$ cat src/hw/rtl/lgn_pkg.sv
// Shared types and constants for the lightmap gain and normalisation pipeline.
`default_nettype none

package lgn_pkg;

   // Number of RGB channels carried through the pipeline.
   localparam int NUM_CHANNELS = 3;

   // Width of one colour channel.
   localparam int CHAN_W = 8;

   // Width of the gain register, unsigned Q4.8.
   localparam int GAIN_W = 12;

   // Width of a channel times gain product.
   localparam int PROD_W = CHAN_W + GAIN_W;

   // Width of a channel times 255, the dividend of the normalising division.
   localparam int NUM_W = 2 * CHAN_W;

   // Number of divider cells, one per quotient bit.
   localparam int NUM_CELLS = CHAN_W;

   // Gain after reset: 1.0 in Q4.8.
   localparam logic [GAIN_W-1:0] GAIN_RESET = GAIN_W'(256);

   // Largest product that still fits full scale: 255.0 in Q12.8.
   localparam logic [PROD_W-1:0] FULL_SCALE_Q = PROD_W'(65280);

   // Word handed from cell to cell along the divider chain.
   typedef struct packed {
      logic [NUM_CHANNELS-1:0][NUM_W-1:0]  num;      // channel times 255
      logic [NUM_CHANNELS-1:0][CHAN_W-1:0] rem;      // partial remainder
      logic [NUM_CHANNELS-1:0][CHAN_W-1:0] quot;     // quotient bits so far
      logic [NUM_CHANNELS-1:0][CHAN_W-1:0] plain;    // product shifted down
      logic [CHAN_W-1:0]                   divisor;  // brightest input channel
      logic                                over;     // brightest product past full scale
      logic                                last;     // end of lightmap marker
   } cell_word_type;

endpackage

`default_nettype wire

$ cat src/hw/rtl/lgn_div_cell.sv
// Divider cell: one restoring-division step for all three channels.
`default_nettype none

module lgn_div_cell #(
   parameter int BIT_POS = 0
) (
   input  wire                     clock,
   input  wire                     reset,
   input  wire                     valid_i,
   output logic                    ready_o,
   input  lgn_pkg::cell_word_type  word_i,
   output logic                    valid_o,
   input  wire                     ready_i,
   output lgn_pkg::cell_word_type  word_o
);

   logic                                                   valid_ff;
   logic                                                   valid_in;
   lgn_pkg::cell_word_type                                 word_ff;
   lgn_pkg::cell_word_type                                 word_in;
   logic [lgn_pkg::NUM_CHANNELS-1:0][lgn_pkg::CHAN_W:0]    trial;
   logic [lgn_pkg::NUM_CHANNELS-1:0][lgn_pkg::CHAN_W:0]    diff;
   logic [lgn_pkg::NUM_CHANNELS-1:0]                       fits;

   assign ready_o = !valid_ff || ready_i;

   // Bring down the next dividend bit and subtract the divisor where it fits.
   always_comb begin
      word_in = word_ff;
      for (int ch = 0; ch < lgn_pkg::NUM_CHANNELS; ch++) begin
         trial[ch] = {word_i.rem[ch], word_i.num[ch][BIT_POS]};
         diff[ch]  = trial[ch] - {1'b0, word_i.divisor};
         fits[ch]  = trial[ch] >= {1'b0, word_i.divisor};
      end
      if (ready_o) begin
         word_in = word_i;
         for (int ch = 0; ch < lgn_pkg::NUM_CHANNELS; ch++) begin
            word_in.rem[ch]  = fits[ch] ? diff[ch][lgn_pkg::CHAN_W-1:0]
                                        : trial[ch][lgn_pkg::CHAN_W-1:0];
            word_in.quot[ch] = {word_i.quot[ch][lgn_pkg::CHAN_W-2:0], fits[ch]};
         end
      end
   end

   assign valid_in = ready_o ? valid_i : valid_ff;

   // Cell register.
   always_ff @(posedge clock) begin
      if (reset) begin
         valid_ff <= 1'b0;
      end else begin
         valid_ff <= valid_in;
      end
      word_ff <= word_in;
   end

   assign valid_o = valid_ff;
   assign word_o  = word_ff;

endmodule

`default_nettype wire

$ cat config.mk
export PLATFORM = sky130hd
export DESIGN_NAME = lgn_div_cell
export DESIGN_NICKNAME = d
export VERILOG_FILES = /design/src/hw/rtl/lgn_pkg.sv /design/src/hw/rtl/lgn_div_cell.sv
export SDC_FILE = /design/constraint.sdc
export NUM_CORES = 1
export LEC_CHECK = 0
export ABC_AREA = 1
export BUFFER_PORTS_ARGS = -buffer_cell sky130_fd_sc_hd__buf_2
export CORE_MARGIN = 3
export CORE_UTILIZATION = 35
export DETAILED_ROUTE_END_ITERATION = 8
export GPL_TIMING_DRIVEN = 0
export PLACE_DENSITY_LB_ADDON = 0.12
export SLEW_MARGIN = 20
export SYNTH_ARGS = -nofsm -noshare
export SYNTH_HDL_FRONTEND = slang
export SYNTH_SLANG_ARGS = --single-unit
$ cat constraint.sdc
create_clock -name clock -period 9.8 [get_ports clock]
set_input_delay 1.96 -clock clock [delete_from_list [all_inputs] [get_ports clock]]
set_output_delay 1.96 -clock clock [all_outputs]
set_load 0.005 [all_outputs]
# Word-level counts from Yosys, hierarchy flattened
# Cells that the tools add are included.
word_totals:
  word_cells: 27
  reg_bits: 131
  in_bits: 134
classes:
  n_addsub: 3
  n_reduce_logical: 2
  magnitude_cmp: 3
  muxes: 3
op_table:
  columns: ["operator", "n"]
  rows:
  - ["9-bit by 8-bit greater-or-equal comparator with 1-bit output", 3]
  - ["8-bit two-way mux", 3]
  - ["8-bit subtractor", 3]
  - ["1-bit zero test", 1]
  - ["1-bit logical OR", 1]

# Longest topological paths before layout
# Gate-level depths: netlist of run 1.
depth:
  depth_word: 2
  depth_mapped: 11
  ltp_nobuf: 11

# Worst setup path before layout of run 1
# No wires, ideal clock.
synth_timing:
  path_kind: "input port to output port"
  from: "input ready_i"
  to: "output ready_o"
  arrival_ns: 4.777
  t_required_ns: 7.840
  stages: 2
  setup_slack_ns: 3.063
  path_buffers: 0
  cell_sequence: "inv_1 nand2_1"
synth_via:
  elab_chain_len: 1
synth_lines:
  columns: ["item", "line_no", "text"]
  rows:
  - ["from (decl)", "lgn_div_cell.sv:13", "input wire ready_i,"]
  - ["1-bit logical OR", "lgn_div_cell.sv:25", "assign ready_o = !valid_ff || ready_i;"]
  - ["to (decl)", "lgn_div_cell.sv:10", "output logic ready_o,"]
# Every way passes these cells.

# Worst setup path after layout of run 1
# Same ends and word-level chain as after synthesis.

==> results.py, run 1 <==
metrics = {
    "logic_synthesis": {
        "ys_seq_elements": 131,
        "synth.top_cell.area_share_pct": 69.9,
        "syn_area_per_cell_um2": 12.5,
        "synth_fp_nets": 608,
        "async_flop_share_pct": 0,
        "yosysTopAreaCell": "edfxtp_1",
        "synth_edf_count": 130,
        "syn_inst": 447,
        "ys_seq_area_share_pct": 70.2,
        "ys.flop_type": "edfxtp_1",
        "yosys_warnings": 0,
        "yosysUniqueCellTypes": 26,
        "netlist_area_um2": 5590,
        "synth.top_cells.by_area": "edfxtp_1 70%, nand2_1 8.5%, ha_1 5.4%, nand3_1 4.0%, inv_1 3.9%",
    },
    "sta": {
        "relSlewSlack_pct": 60.6,
        "rsz0062_at_grt": "no",
        "period_share_pct": 48.1,
        "finalHoldViolCount": 0,
        "worst_pin_slew_ns": 0.590,
        "final.setup.tns_ns": 0,
        "setup_viol": 0,
        "fin_crit_ns": 4.72,
        "drv_slew": 0,
        "fmax_ghz": 0.212,
        "finalClockSkew_ns": 0.00589,
    },
    "cts": {
        "cts_buffer_depth": 2,
        "clk_latency_ns": 0.41,
        "cts_hold_buf": 0,
        "h-tree-depth": 4,
        "cts_sinks": 131,
        "path_clk_slew_ns": 0.06,
        "cts_resized": 0,
        "cts_tree": "yes",
        "postCtsSetupRepairBufs": 0,
        "cts_buffers": 17,
        "root_buffer": "clkbuf_16",
    },
    "pwr": {
        "clkPwrFrac_pct": 42.1,
        "power.switching_mw": 0.369,
        "p_int_mw": 1.17,
        "pwr-share-seq_pct": 44.7,
        "comb_power_share_pct": 13.2,
        "p_per_area_nw_per_um2": 196,
        "swShare_pct": 24.0,
        "leakagePower_nw": 3.82,
        "vdd_drop_max_mv": 0.128,
    },
    "worst_setup_path": {
        "regToRegSetupSlack_ns": 8.06,
        "cp_slowest_cell": "nand2_4",
        "crit_type": "primary input to output port",
        "cp.depth": 4,
        "worstSetupEndpointType": "output port",
        "cp.arrival_ns": 2.76,
        "crit_buf_inv": 3,
        "max_stage_delay_ns": 0.44,
        "crit_family": "simple AND/OR/NAND/NOR gates",
        "crit_fanout": 43,
        "r2r_end": "word_o[21]$_DFFE_PP_",
        "critical_path.most_common_cell": "buf_2",
        "ff2ff_path_depth": 3,
        "crit_chain": "buf_2, inv_1, nand2_4, buf_2",
        "crit_required_ns": 7.84,
        "startpoint_type": "primary input",
        "r2r-start": "valid_o$_SDFFE_PP0P_",
    },
    "run_status": {
        "outcome": "finished, final reports clean",
    },
    "die": {
        "die_h_um": 132,
        "initial_core_util_pct": 36.2,
        "core-area_um2": 15400,
        "pin_count": 266,
        "std_cell_rows": 45,
        "dieWidth_um": 132,
        "die-area_um2": 17500,
    },
    "global_route": {
        "grt_pass1_vias": 4128,
        "grt_usage_pct": 16.9,
        "grt_pass1_wl_mm": 22.5,
        "antenna_found_initial": 6,
        "gr-total-overflow": 0,
        "grt_max_degree": 48,
    },
    "hold_path": {
        "holdCritStartpoint": "valid_o$_SDFFE_PP0P_",
        "min_path_type": "flip-flop to flip-flop",
        "min_to": "valid_o$_SDFFE_PP0P_",
        "hold_depth": 2,
    },
    "routing": {
        "met3_length_mm": 1.25,
        "ant_nets": 0,
        "top_layer": "met5",
        "wl_met2_mm": 7.59,
        "wl_per_cell_um": 15.7,
        "num_vias": 4252,
        "wl_met1_mm": 5.77,
        "vias_per_cell": 4.45,
        "wirelength_mm": 15.0,
        "drtIter0Drc": 139,
        "drc": 0,
        "dr.pass1.iters": 4,
    },
    "placed_design": {
        "place_hpwl_mm": 11.5,
        "dpl.cell_count": 922,
        "io_buffer_count": 262,
        "globalplace.congestion": 0.859,
    },
    "final_layout": {
        "drive_gt1_share_pct": 42.0,
        "nNetsFinal": 891,
        "final_cells": 956,
        "syn_to_final_growth_pct": 40.2,
    },
    "job": {
        "maxCapViolations": 0,
    },
}
[layout by cell type (no fill, tap or decap), types with 3 or more instances in the layout]
cell       count
buf_2        264
edfxtp_1     130
nand2_1      125
inv_1         58
nand3_1       45
ha_1          24
clkbuf_16     17
nor2_1        13
a21oi_1       10
nand4_1        5
nand2_2        5
xor2_1         5
xnor2_1        4
clkinv_4       4
nand2_4        3
fa_1           3
bufinv_16      3
[cells in the mapped netlist, types with 2 or more instances]
library cell / instances
edfxtp_1: 130
nand2_1: 126
inv_1: 58
nand3_1: 45
ha_1: 24
nor2_1: 13
a21oi_1: 10
nand2_2: 5
nand4_1: 5
xor2_1: 5
xnor2_1: 4
fa_1: 3
a21oi_2: 2
buf_2: 2
nand2_4: 2
nand3b_1: 2
nor3_1: 2
[worst max path at each step]
stage / start / slack, ns / end
floorplan: ready_i / 3.06 / ready_o
global placement: ready_i / 1.44 / ready_o
detailed placement: ready_i / 5.07 / ready_o
CTS: ready_i / 5.06 / ready_o
global route: ready_i / 5.01 / ready_o
finish: ready_i / 5.08 / ready_o
[worst reg2reg max path, cell delays in order, from the launching register on]
cell     delay (ns)
dfxtp_1        0.33
nand2_4        0.46
buf_16         0.32
buf_12         0.29
[kinds of logic (layout without fill, tap and decap cells)]
family	after synthesis	count (layout)	synth area share, %
XOR/XNOR	9	9	1.41
AO/OA/AOI/OAI	12	12	1.21
flip-flops	131	131	70.2
adder cells (fa/ha/maj)	27	27	6.45
buffers and inverters	62	358	4.34
AND/OR/NAND/NOR	206	206	16.3
other	0	2	0
[metrics by stage]
stage | hold slack (ns) | power (mW) | utilization [%] | instance area [um2] | worst slack [ns]
detailed placement | 0.977 | 0.905 | 46.8 | 7220 | 5.07
global placement | 2.12 | 0.903 | 46.4 | 7160 | 1.44
CTS | 0.988 | 1.56 | 50.7 | 7830 | 5.06
finish | 0.961 | 1.54 | 50.8 | 7830 | 5.08
global route | 1.06 | 1.61 | 50.8 | 7830 | 5.01
floorplan | 2.03 | 0.800 | - | 5590 | 3.06
[final cells by class]
cell class                      count  area [um2]
Antenna cell                        2        5.00
Inverter                           59         221
Clock inverter                     14         179
Tap cell                          211         264
Sequential cell                   131        3920
Fill cell                        1453        7600
Buffer                              3        21.3
Clock buffer                       18         429
Timing Repair Buffer              264        1360
Multi-Input combinational cell    254        1430
[flip-flops by register name (all words and copies together), names as in the netlist]
signal   cells
word_o     130
valid_o      1
[metal layers]
metal / vias to the layer above / global-route usage, %
met5: - / 0
met4: 8 / 6.81
met3: 32 / 6.68
met2: 167 / 29.3
met1: 1949 / 18.5
li1: 2096 / -
[power by group through the flow]
stage | combinational [mW] | sequential (mW) | clock (mW)
floorplan | 0.0900 | 0.710 | 0
global placement | 0.202 | 0.701 | 0
global route | 0.230 | 0.692 | 0.688
CTS | 0.207 | 0.688 | 0.666
detailed placement | 0.206 | 0.699 | 0
finish | 0.203 | 0.687 | 0.648
Note: power is estimated with default switching activity, not from simulation.
==> inputs of run 2 (changes only) <==
Clock period 9.8 ns to 4.2 ns, I/O delays scaled along.
==> results.py, run 2 (synthesis results as in run 1) <==
metrics = {
    "pwr": {
        "p_int_mw": 2.66,
        "swShare_pct": 24.2,
        "p_per_area_nw_per_um2": 451,
        "vdd_drop_max_mv": 0.267,
        "comb_power_share_pct": 13.4,
        "pwr-share-seq_pct": 45.6,
        "leakagePower_nw": 3.79,
        "fin_total_pwr_mw": 3.51,
        "power.switching_mw": 0.851,
        "clkPwrFrac_pct": 40.9,
    },
    "die": {
        "dieWidth_um": 132,
        "std_cell_rows": 45,
        "initial_core_util_pct": 36.2,
        "die-area_um2": 17500,
        "core-area_um2": 15400,
        "die_h_um": 132,
        "pin_count": 266,
    },
    "cts": {
        "cts_sinks": 131,
        "cts_resized": 0,
        "cts_tree": "yes",
        "clk_latency_ns": 0.41,
        "postCtsSetupRepairBufs": 0,
        "cts_buffer_depth": 2,
        "cts_buffers": 17,
        "path_clk_slew_ns": 0.06,
        "cts_hold_buf": 0,
        "root_buffer": "clkbuf_16",
        "h-tree-depth": 4,
    },
    "sta": {
        "finalHoldViolCount": 0,
        "setup_viol": 0,
        "fin_crit_ns": 2.79,
        "relSlewSlack_pct": 64.8,
        "period_share_pct": 66.5,
        "finalClockSkew_ns": 0.00429,
        "rsz0062_at_grt": "no",
        "fmax_ghz": 0.358,
        "drv_slew": 0,
        "worst_pin_slew_ns": 0.528,
        "fin_ws_ns": 1.41,
    },
    "global_route": {
        "grt_pass1_vias": 4093,
        "gr-total-overflow": 0,
        "gr-usage-met3_pct": 6.60,
        "grt-busiest-layer": "met2",
        "antenna_found_initial": 2,
        "grt_util_met2_pct": 29.4,
        "grt_usage_pct": 16.8,
        "grt.met1_usage_pct": 18.8,
        "grt_max_degree": 95,
        "grt_pass1_wl_mm": 22.5,
    },
    "routing": {
        "num_vias": 4245,
        "vias_per_cell": 4.45,
        "wirelength_mm": 14.7,
        "wl_per_cell_um": 15.5,
        "drtIter0Drc": 127,
        "dr.pass1.iters": 4,
        "drc": 0,
        "ant_nets": 0,
    },
    "final_layout": {
        "final_cell_mix": "264 x buf_2, 130 x edfxtp_1, 125 x nand2_1",
        "n_fill_cell": 1473,
        "nNetsFinal": 890,
        "syn_to_final_growth_pct": 39.4,
        "final_common_cell": "buf_2",
        "antenna_cells": 0,
        "drive_gt1_share_pct": 41.9,
        "largest_reg_flops": 130,
    },
    "placed_design": {
        "globalplace.congestion": 0.836,
        "place_hpwl_mm": 11.3,
        "io_buffer_count": 262,
        "post-place-ws_ns": 1.41,
    },
    "run_status": {
        "outcome": "finished, final reports clean",
    },
    "worst_setup_path": {
        "crit_fanout": 94,
        "worstSetupEndpointType": "output port",
        "startpoint_type": "primary input",
        "crit_type": "primary input to output port",
        "cp.arrival_ns": 1.95,
        "crit_required_ns": 3.36,
    },
    "hold_path": {
        "min_path_type": "primary input to flip-flop",
    },
    "job": {
        "maxCapViolations": 0,
    },
}
-- run 2: routing by layer --
layer / wire length (um) / up-vias
met5: 21 / -
met4: 261 / 4
met3: 1190 / 21
met2: 7600 / 164
met1: 5650 / 1952
li1: - / 2104
-- run 2: stage by stage --
step | TNS [ns] | utilization, % | cell area (um2) | cells | hold slack [ns]
global route | 0 | 50.5 | 7790 | 953 | 0.555
detailed placement | 0 | 46.7 | 7210 | 921 | 0.807
finish | 0 | 50.5 | 7790 | 953 | 0.582
floorplan | 0 | - | 5590 | 447 | 0.909
CTS | 0 | 50.5 | 7790 | 953 | 0.564
global placement | -0.154 | 46.4 | 7160 | 920 | 0.998
-- run 2: final cells by class --
type                            instances  area [um2]  area share, %
Multi-Input combinational cell        254        1440           18.4
Tap cell                              211         264           3.39
Inverter                               59         221           2.84
Timing Repair Buffer                  263        1340           17.2
Buffer                                  3        21.3          0.273
Clock buffer                           17         425           5.46
Sequential cell                       131        3920           50.4
Clock inverter                         15         155           1.99
-- run 2: worst paths after layout --
path / slack [ns] / start / endpoint / depth (start not counted)
worst max-delay path: 1.41 / ready_i / ready_o / 5
worst min-delay path: 0.58 / reset / valid_o$_SDFFE_PP0P_ / 2
worst max register to register: 2.70 / valid_o$_SDFFE_PP0P_ / word_o[67]$_DFFE_PP_ / 2
worst min register to register: 0.80 / valid_o$_SDFFE_PP0P_ / valid_o$_SDFFE_PP0P_ / 2
-- run 2: power groups by stage --
stage | combinational (mW) | sequential, mW | clock [mW]
after floorplan | 0.210 | 1.65 | 0
after global placement | 0.472 | 1.63 | 0
after detailed placement | 0.480 | 1.63 | 0
after CTS | 0.482 | 1.60 | 1.49
after global routing | 0.532 | 1.61 | 1.54
final | 0.472 | 1.60 | 1.44
-- run 2: critical path: stages --
cell and delay [ns]:
buf_2 0.08, inv_1 0.08, nand2_8 0.26, buf_16 0.37, buf_2 0.21
==> inputs of run 3 (changes only) <==
Clock period 4.2 ns to 2.5 ns, I/O delays scaled along.
==> results.py, run 3 (synthesis results as in run 1) <==
metrics = {
    "run_status": {
        "outcome": "finished, final reports clean",
    },
    "final_layout": {
        "final_common_cell": "buf_2",
        "design_area_um2": 7840,
        "largest_reg_flops": 130,
        "nNetsFinal": 890,
        "final_cell_mix": "264 x buf_2, 130 x edfxtp_1, 125 x nand2_1",
        "finalCoreUtilization_pct": 50.8,
        "syn_to_final_growth_pct": 40.3,
        "drive_gt1_share_pct": 41.9,
        "final_cells": 954,
    },
    "placed_design": {
        "post-place-ws_ns": 0.0411,
        "placed_area_um2": 7210,
        "io_buffer_count": 262,
        "globalplace.congestion": 0.831,
        "place_hpwl_mm": 11.5,
        "dpl.cell_count": 921,
    },
    "cts": {
        "root_buffer": "clkbuf_16",
        "cts_buffer_depth": 2,
        "cts_buffers": 17,
        "cts_resized": 0,
        "cts_hold_buf": 0,
        "cts_tree": "yes",
        "h-tree-depth": 4,
        "postCtsSetupRepairBufs": 0,
        "cts_sinks": 131,
        "clk_latency_ns": 0.41,
        "path_clk_slew_ns": 0.06,
    },
    "worst_setup_path": {
        "cp.arrival_ns": 2.16,
        "regToRegSetupSlack_ns": 0.99,
        "crit_buf_inv": 2,
        "crit_fanout": 9,
        "crit_type": "primary input to flip-flop",
        "crit_chain": "buf_2, inv_1, ha_1, nand2_1, nand2_1, nand2_1, nand2_1, a21oi_2, nand2_4, nand2_1, nand2_1",
        "r2r-start": "valid_o$_SDFFE_PP0P_",
        "ff2ff_path_depth": 2,
        "critical_path.most_common_cell": "nand2_1",
        "startpoint_type": "primary input",
        "crit_required_ns": 2.66,
        "max_stage_delay_ns": 0.42,
        "cp_slowest_cell": "a21oi_2",
        "crit_family": "simple AND/OR/NAND/NOR gates",
        "r2r_end": "word_o[4]$_DFFE_PP_",
        "worstSetupEndpointType": "flip-flop",
    },
    "sta": {
        "period_share_pct": 79.9,
        "rsz0062_at_grt": "no",
        "final.setup.tns_ns": 0,
        "relSlewSlack_pct": 63.5,
        "fin_ws_ns": 0.502,
        "finalHoldViolCount": 0,
        "worst_pin_slew_ns": 0.547,
        "fin_crit_ns": 2.00,
        "drv_slew": 0,
        "hold_slack_ns": 0.234,
        "setup_viol": 0,
        "fmax_ghz": 0.500,
        "finalClockSkew_ns": 0.0162,
    },
    "die": {
        "die_h_um": 132,
        "initial_core_util_pct": 36.2,
        "pin_count": 266,
        "dieWidth_um": 132,
        "std_cell_rows": 45,
        "core-area_um2": 15400,
        "die-area_um2": 17500,
    },
    "routing": {
        "wl_per_cell_um": 15.5,
        "dr.pass1.iters": 4,
        "wirelength_mm": 14.8,
        "drtIter0Drc": 130,
        "drc": 0,
        "vias_per_cell": 4.46,
        "ant_nets": 0,
        "num_vias": 4256,
    },
    "pwr": {
        "fin_total_pwr_mw": 6.10,
        "p_per_area_nw_per_um2": 778,
        "vdd_drop_max_mv": 0.448,
        "leakagePower_nw": 3.82,
    },
    "hold_path": {
        "holdCritStartpoint": "reset",
        "hold_depth": 2,
        "min_to": "valid_o$_SDFFE_PP0P_",
        "min_path_type": "primary input to flip-flop",
    },
    "global_route": {
        "grt_pass1_wl_mm": 22.6,
        "grt_pass1_vias": 4137,
        "antenna_found_initial": 3,
        "grt_usage_pct": 16.8,
        "grt_max_degree": 84,
        "gr-total-overflow": 0,
    },
    "job": {
        "maxCapViolations": 0,
    },
}
==> run 3: worst max path at each step <==
stage | from | to | slack, ns | depth (start not counted)
floorplan | ready_i | ready_o | 0.55 | 2
global placement | ready_i | ready_o | -0.17 | 4
detailed placement | word_i[8] | word_o[79]$_DFFE_PP_ | 0.04 | 11
CTS | word_i[8] | word_o[77]$_DFFE_PP_ | 0.50 | 11
global route | word_i[8] | word_o[77]$_DFFE_PP_ | 0.36 | 11
finish | word_i[8] | word_o[77]$_DFFE_PP_ | 0.50 | 11
==> run 3: worst reg2reg max path, cell delays in order, from the launching register on <==
cell	delay, ns
dfxtp_1	0.36
nand2_8	0.33
buf_16	0.38
==> run 3: metal layers <==
layer,vias up,track usage (%),wire [um]
met1,1952,19.3,5880
met5,-,0,30
li1,2099,-,-
met3,24,5.80,1110
met2,177,29.2,7490
met4,4,6.06,305
==> run 3: cell type report <==
type,instances,area (um2)
inverter,59,221
sequential,131,3920
fill,1426,7590
clock buffer,18,429
clock inverter,14,203
buffer,3,21.3
antenna,1,2.50
tap,211,264
timing repair buffer,263,1340
multi-input combinational,254,1440
==> run 3: report_power, final <==
group	total (mW)	internal [mW]	switching, mW
Sequential	2.69	2.65	0.0445
Combinational	0.791	0.349	0.441
Clock	2.61	1.68	0.929
